File: src/design/lkv_pkg.sv
`timescale 1ns / 1ps

package lkv_pkg;

  // Sizing of the store and its fields.
  localparam int ENTRIES    = 16;
  localparam int KEY_BITS   = 32;
  localparam int VALUE_BITS = 32;

  // Width of the capacity register and its value after reset.
  localparam int CAP_BITS  = 5;
  localparam int CAP_RESET = 16;

  // Occupancy runs from zero to ENTRIES inclusive.
  localparam int OCC_BITS = $clog2(ENTRIES + 1);
  // Width at which capacity and occupancy are compared.
  localparam int CMP_BITS = (OCC_BITS > CAP_BITS) ? OCC_BITS : CAP_BITS;

  // Request opcodes.
  localparam logic CMD_GET = 1'b0;
  localparam logic CMD_PUT = 1'b1;

  // One stored entry as seen by the neighbouring cell.
  typedef struct packed {
    logic                  valid;
    logic [KEY_BITS-1:0]   key;
    logic [VALUE_BITS-1:0] value;
  } entry_t;

  // Control broadcast from the sequencer to every cell.
  typedef struct packed {
    logic update;  // the chain moves in this cycle
    logic hit;     // the request key was found
    logic free;    // a miss inserts into an empty cell rather than evicting
  } ctrl_t;

endpackage

File: src/design/lkv_cell.sv
`timescale 1ns / 1ps

module lkv_cell (
  input  logic                           clk,
  input  logic                           rst,
  input  lkv_pkg::ctrl_t                 ctrl,
  input  lkv_pkg::entry_t                prev_entry,
  input  logic [lkv_pkg::KEY_BITS-1:0]   req_key,
  input  logic                           match_in,
  input  logic [lkv_pkg::VALUE_BITS-1:0] value_in,
  output lkv_pkg::entry_t                entry,
  output logic                           match_out,
  output logic [lkv_pkg::VALUE_BITS-1:0] value_out
);

  logic                           valid;
  logic [lkv_pkg::KEY_BITS-1:0]   stored_key;
  logic [lkv_pkg::VALUE_BITS-1:0] stored_value;
  logic                           own_match;
  logic                           shift;

  assign entry = '{valid: valid, key: stored_key, value: stored_value};

  // Compare against the request; the match and its value ripple towards cell 0.
  assign own_match = valid && (stored_key == req_key);
  assign match_out = own_match | match_in;
  assign value_out = own_match ? stored_value : value_in;

  // A cell takes its neighbour's entry when it lies in the region that ages.
  // On a hit that is every cell up to the matching one; on an insert every
  // cell up to the first empty one; on an eviction every occupied cell.
  always_comb begin
    if (ctrl.hit) begin
      shift = match_out;
    end else if (ctrl.free) begin
      shift = prev_entry.valid;
    end else begin
      shift = valid;
    end
  end

  // Valid mark, cleared at reset.
  always_ff @(posedge clk) begin
    if (rst) begin
      valid <= 1'b0;
    end else if (ctrl.update && shift) begin
      valid <= prev_entry.valid;
    end
  end

  // Key and value follow the valid mark.
  always_ff @(posedge clk) begin
    if (ctrl.update && shift) begin
      stored_key   <= prev_entry.key;
      stored_value <= prev_entry.value;
    end
  end

endmodule

File: src/design/lru_key_value_cache.sv
// Fully associative key-value cache with least-recently-used replacement.
//
// Requests: drive cmd (0 get, 1 put), key and write_value with start high;
// the request is taken at a rising edge where start is high and busy is low.
// Results: done is registered from busy, so it rises after the working cycle
// of the request and is high for exactly one cycle; hit and read_value are
// valid in that cycle. read_value is the stored value on a get hit and zero
// otherwise. The receiver cannot hold a result off; it must take it in the
// cycle that done marks.
// No new request is taken while busy is high. The entries sit in a chain of
// cells ordered by recency; the whole compare, ripple and one-place shift
// of the chain happens in the cycle after the request is registered.
// Configuration: capacity is written through cfg_valid/cfg_ready while no
// request is in flight. Zero acts as one, values above the entry count act
// as the entry count.
// Reset (rst, synchronous): every entry becomes invalid, occupancy clears and
// capacity returns to the full entry count. No clearing pass is needed.
`timescale 1ns / 1ps

module lru_key_value_cache (
  input  logic                           clk,
  input  logic                           rst,
  input  logic                           start,
  output logic                           busy,
  input  logic                           cmd,
  input  logic [lkv_pkg::KEY_BITS-1:0]   key,
  input  logic [lkv_pkg::VALUE_BITS-1:0] write_value,
  output logic                           done,
  output logic                           hit,
  output logic [lkv_pkg::VALUE_BITS-1:0] read_value,
  input  logic                           cfg_valid,
  output logic                           cfg_ready,
  input  logic [lkv_pkg::CAP_BITS-1:0]   capacity
);

  logic                           req_cmd;
  logic [lkv_pkg::KEY_BITS-1:0]   req_key;
  logic [lkv_pkg::VALUE_BITS-1:0] req_value;
  logic [lkv_pkg::CAP_BITS-1:0]   cap_setting;
  logic [lkv_pkg::OCC_BITS-1:0]   occupancy;

  logic [lkv_pkg::CMP_BITS-1:0]   cap_wide;
  logic [lkv_pkg::CMP_BITS-1:0]   cap_eff;
  logic                           accept;
  logic                           is_put;
  logic                           found;
  lkv_pkg::ctrl_t                 ctrl;
  lkv_pkg::entry_t                new_entry;

  lkv_pkg::entry_t                cell_entry  [lkv_pkg::ENTRIES];
  logic [lkv_pkg::ENTRIES:0]      match_chain;
  logic [lkv_pkg::VALUE_BITS-1:0] value_chain [lkv_pkg::ENTRIES+1];
  logic [lkv_pkg::ENTRIES-1:0]    valid_vec;

  assign accept    = start && !busy;
  assign cfg_ready = !busy;
  assign is_put    = (req_cmd == lkv_pkg::CMD_PUT);

  // Effective capacity: zero counts as one, large values saturate.
  assign cap_wide = lkv_pkg::CMP_BITS'(cap_setting);
  always_comb begin
    if (cap_wide == '0) begin
      cap_eff = lkv_pkg::CMP_BITS'(1);
    end else if (cap_wide > lkv_pkg::CMP_BITS'(lkv_pkg::ENTRIES)) begin
      cap_eff = lkv_pkg::CMP_BITS'(lkv_pkg::ENTRIES);
    end else begin
      cap_eff = cap_wide;
    end
  end

  // Chain ends: nothing matches beyond the last cell.
  assign match_chain[lkv_pkg::ENTRIES] = 1'b0;
  assign value_chain[lkv_pkg::ENTRIES] = '0;
  assign found = match_chain[0];

  // Control for the cells in the working cycle.
  assign ctrl.update = busy && (found || is_put);
  assign ctrl.hit    = found;
  assign ctrl.free   = lkv_pkg::CMP_BITS'(occupancy) < cap_eff;

  // The entry that becomes most recent enters at the head of the chain.
  assign new_entry = '{valid: 1'b1,
                       key:   req_key,
                       value: is_put ? req_value : value_chain[0]};

  // Row of cells, most recent first.
  for (genvar i = 0; i < lkv_pkg::ENTRIES; i++) begin : g_cell
    lkv_cell u_cell (
      .clk        (clk),
      .rst        (rst),
      .ctrl       (ctrl),
      .prev_entry ((i == 0) ? new_entry : cell_entry[(i == 0) ? 0 : i-1]),
      .req_key    (req_key),
      .match_in   (match_chain[i+1]),
      .value_in   (value_chain[i+1]),
      .entry      (cell_entry[i]),
      .match_out  (match_chain[i]),
      .value_out  (value_chain[i])
    );
    assign valid_vec[i] = cell_entry[i].valid;
  end

  // Request registers.
  always_ff @(posedge clk) begin
    if (accept) begin
      req_cmd   <= cmd;
      req_key   <= key;
      req_value <= write_value;
    end
  end

  // Result registers.
  always_ff @(posedge clk) begin
    if (busy) begin
      hit        <= found;
      read_value <= (found && !is_put) ? value_chain[0] : '0;
    end
  end

  // Sequencing, capacity and occupancy.
  always_ff @(posedge clk) begin
    if (rst) begin
      busy        <= 1'b0;
      done        <= 1'b0;
      cap_setting <= lkv_pkg::CAP_BITS'(lkv_pkg::CAP_RESET);
      occupancy   <= '0;
    end else begin
      busy <= accept;
      done <= busy;
      if (cfg_valid && cfg_ready) begin
        cap_setting <= capacity;
      end
      if (ctrl.update && !found && ctrl.free) begin
        occupancy <= occupancy + lkv_pkg::OCC_BITS'(1);
      end
    end
  end

  // A result always follows the working cycle of a request.
  assert property (@(posedge clk) disable iff (rst) done |-> $past(busy))
    else $error("result strobe without a request in progress");

  // The working cycle of a request is never directly followed by another.
  assert property (@(posedge clk) disable iff (rst) busy |=> !busy)
    else $error("request stayed in progress for more than one cycle");

  // The valid marks count exactly the occupancy.
  assert property (@(posedge clk) disable iff (rst)
    $countones(valid_vec) == int'(occupancy))
    else $error("valid marks disagree with occupancy");

  // Occupied cells form an unbroken run from the head of the chain.
  assert property (@(posedge clk) disable iff (rst)
    ((valid_vec + lkv_pkg::ENTRIES'(1)) & valid_vec) == '0)
    else $error("gap in the recency chain");

  // A miss never returns data.
  assert property (@(posedge clk) disable iff (rst)
    (done && !hit) |-> (read_value == '0))
    else $error("data returned on a miss");

endmodule

File: config.mk
export PLATFORM = sky130hd
export DESIGN_NAME = lru_key_value_cache
export DESIGN_NICKNAME = d
export VERILOG_FILES = /design/src/design/lkv_pkg.sv /design/src/design/lkv_cell.sv /design/src/design/lru_key_value_cache.sv
export SDC_FILE = /design/constraint.sdc
export NUM_CORES = 2
export LEC_CHECK = 0
export BUFFER_PORTS_ARGS = -buffer_cell sky130_fd_sc_hd__buf_2
export CAP_MARGIN = 20
export CORE_MARGIN = 2
export CORE_UTILIZATION = 50
export CTS_BUF_LIST = sky130_fd_sc_hd__clkbuf_2 sky130_fd_sc_hd__clkbuf_4 sky130_fd_sc_hd__clkbuf_8
export DETAILED_ROUTE_END_ITERATION = 12
export GPL_TIMING_DRIVEN = 1
export PLACE_DENSITY_LB_ADDON = 0.2
export SLEW_MARGIN = 20
export SYNTH_ARGS = -nofsm -noshare
export SYNTH_HDL_FRONTEND = slang
export SYNTH_SLANG_ARGS = --single-unit
File: constraint.sdc
create_clock -name clk -period 9 [get_ports clk]
set_clock_uncertainty 0.05 [all_clocks]
set_input_delay 0.9 -clock clk [delete_from_list [all_inputs] [get_ports clk]]
set_output_delay 0.9 -clock clk [all_outputs]
set_load 0.01 [all_outputs]
==> impl_metrics.py <==
metrics = {
    "clocking": {
        "cts_repair_resize_count": 0,
        "postCtsHoldBufs": 0,
        "cts_tree": "built",
        "cts_max_level": 4,
        "clock-sinks": 1150,
        "path_clk_slew_ps": 60,
        "cts_setup_buffers": 0,
        "numCtsBuffers": 190,
        "cts-root-buf": "clkbuf_8",
        "clock_path_buffers": 3,
        "clk-insertion-delay-late_ps": 860,
    },
    "global_route": {
        "grt_pass1_wl_microns": 228000,
        "grt_antenna_before_repair": 7,
        "grt_overflow": 0,
        "grt_max_degree": 66,
        "grt_pass1_vias": 34800,
        "globalRouteTotalUtil_pct": 28.9,
    },
    "synthesis": {
        "ys_ff_latch": 1150,
        "yosys.area.top_type_share_pct": 64.5,
        "synth_edf_count": 1122,
        "synthesis.area_sq_um": 52200,
        "synthTopCellsByArea": "edfxtp_1 65%, xor2_1 6.6%, nand2_1 2.4%",
        "yosys.area.top_type": "edfxtp_1",
        "syn_nets": 4056,
        "yosys_warnings": 0,
        "ys_seq_area_share_pct": 65.6,
        "syn_area_per_cell_sq_um": 13.1,
        "syn_inst": 3977,
        "synth.distinct_cells": 74,
        "synth_flop_cell": "edfxtp_1",
        "synthArstFlopShare_pct": 0,
    },
    "cells_and_area": {
        "final_util_pct": 56.1,
        "layout_common_cells": "1122 x edfxtp_1, 393 x xor2_1, 327 x nand2_1, 203 x clkbuf_8, 193 x nor2_1",
        "layout_commonest_cell": "edfxtp_1",
        "drive_gt1_share_pct": 13.6,
        "synthToLayoutAreaGrowth_pct": 11.2,
        "fin_nets": 4194,
        "nFillCells": 8396,
    },
    "floorplan": {
        "die_x_microns": 327,
        "ioPinCount": 110,
        "start_util_pct": 50.4,
        "die_area_sq_um": 107000,
        "coreArea_sq_um": 103000,
        "die_h_microns": 327,
        "std_cell_rows": 118,
    },
    "sta": {
        "finalMaxSlewViolations": 0,
        "relSlewSlack_pct": 25.1,
        "fmax_mhz": 167,
        "hold_slack_ps": 167,
        "fin_crit_ps": 5990,
        "tightest_slew_ps": 1120,
        "fin_crit_sh_pct": 66.6,
        "rsz0062_at_grt": "no",
        "tns_ps": 0,
        "hold_viol_final": 0,
        "setup_violations": 0,
    },
    "detailed_routing": {
        "drt_first_pass_iters": 6,
        "routedWlPerCell_microns": 27.7,
        "wl_met1_microns": 63100,
        "via_per_inst": 6.25,
        "ant_nets": 0,
        "route.vias.total": 35300,
        "drt_iter0_markers": 4453,
        "wl_met3_microns": 16200,
        "totalWireLength_microns": 156000,
        "top_layer": "met4",
        "drc": 0,
        "wl_met2_microns": 71200,
    },
    "worst_hold_path": {
        "worstHoldPathType": "input port to flop",
    },
    "outcome": {
        "status": "finished clean",
    },
    "setup_path": {
        "crit_type": "flop to flop",
        "cp.required_ps": 9430,
        "critPathLaunchType": "flop",
        "path_max_fanout": 33,
        "crit_arrival_ps": 6420,
        "end_kind": "flop",
    },
    "job": {
        "drv_cap": 0,
    },
    "placed_design": {
        "port_buffers": 109,
        "hpwl_microns": 105000,
        "gp_routability_congestion": 0.955,
    },
    "pwr": {
        "cellPowerDensity_nw_per_um2": 187,
        "leakage_uw": 0.0199,
        "finalPower_uw": 10900,
        "ir_worst_vdd_mv": 0.146,
    },
}
==> worst max-delay path, cell delays in order, from the launching register on <==
cell and delay, ps:
edfxtp_1 930, buf_4 310, xor2_1 220, nor3_1 90
nand3_1 180, or4_2 730, nand3_1 300, nor4_4 720
nand2_1 480, o21ai_4 900, buf_4 630
==> where the power goes <==
part | total, uW | leakage, uW | internal (uW) | switching [uW]
logic | 416 | 0.00754 | 134 | 282
clock network | 4560 | 0.00197 | 2460 | 2110
registers | 5880 | 0.0104 | 5840 | 36.3
==> state kept, by name (all words and copies together) (netlist names) <==
register and count:
done 1, is_put 1, hit 1, g_cell.u_cell.valid 16, req_value 32, req_key 32, occupancy 5, cap_setting 5
busy 1, g_cell.u_cell.stored_value 512, read_value 32, g_cell.u_cell.stored_key 512
==> synth_stat cells (all sizes together), types with 4 or more instances <==
cell type  count
nand2b        35
a2111o         4
nand4        116
o22ai         67
o21a          63
nand2        328
dfxtp         28
and2           4
or3           16
edfxtp      1122
o21ai        145
ha             5
and4           6
inv           74
a21oi        105
and3           8
or4           24
nand3         78
o211ai        32
nor4b          9
o311ai        31
xor2         393
a222oi        31
a31oi         33
clkbuf       163
a22oi         94
mux2i         94
nor3          96
buf          101
o221ai        31
a221oi        31
o21bai        62
xnor2        121
nor2b          5
nand4b        17
nor2         198
nor4         171
==> per-layer routing <==
| metal | vias up | GRT usage [%] |
|---|---|---|
| met5 | - | 0 |
| met4 | 0 | 12.1 |
| met3 | 336 | 7.16 |
| met2 | 2071 | 44.5 |
| met1 | 17400 | 39.4 |
| li1 | 15500 | - |
==> layout make-up <==
cell class              count  area [sq um]  area share (%)
flip-flops and latches   1150         34300            59.0
clock inverters            58           318           0.548
well taps                1380          1730            2.97
repair buffers            210          1360            2.34
diodes                      3          7.51          0.0129
multi-input cells        2489         16700            28.8
inverters                  74           278           0.479
clock buffers             284          3400            5.86
==> per-stage QoR <==
stage	setup WS (ps)	std cells	instance area (sq um)
after floorplan	1250	3977	52200
after global placement	3100	5300	54200
after detailed placement	2900	5301	54300
after CTS	2860	5643	58000
after global routing	2700	5647	58000
final	3010	5648	58000
==> kinds of logic after synthesis <==
group | count (synthesis) | synth area share, %
and+or+nand+nor | 1127 | 11.0
xor gates and xnor gates | 514 | 8.62
buffers and inverters | 338 | 3.03
adders and majority gates | 5 | 0.120
DFF | 1150 | 65.6
AOI/OAI and AO/OA | 748 | 9.80
muxes | 95 | 1.82
==> final timing paths <==
check,start,end,slack (ps),depth (start not counted)
min,write_value[12],req_value[12],170,1
max,req_key[16],g_cell[12].u_cell.stored_value[9],3010,10
min reg2reg,g_cell[8].u_cell.stored_value[30],g_cell[9].u_cell.stored_value[30],380,0
max reg2reg,req_key[16],g_cell[12].u_cell.stored_value[9],3010,10
No activity file was read; power rests on OpenSTA's default activity.
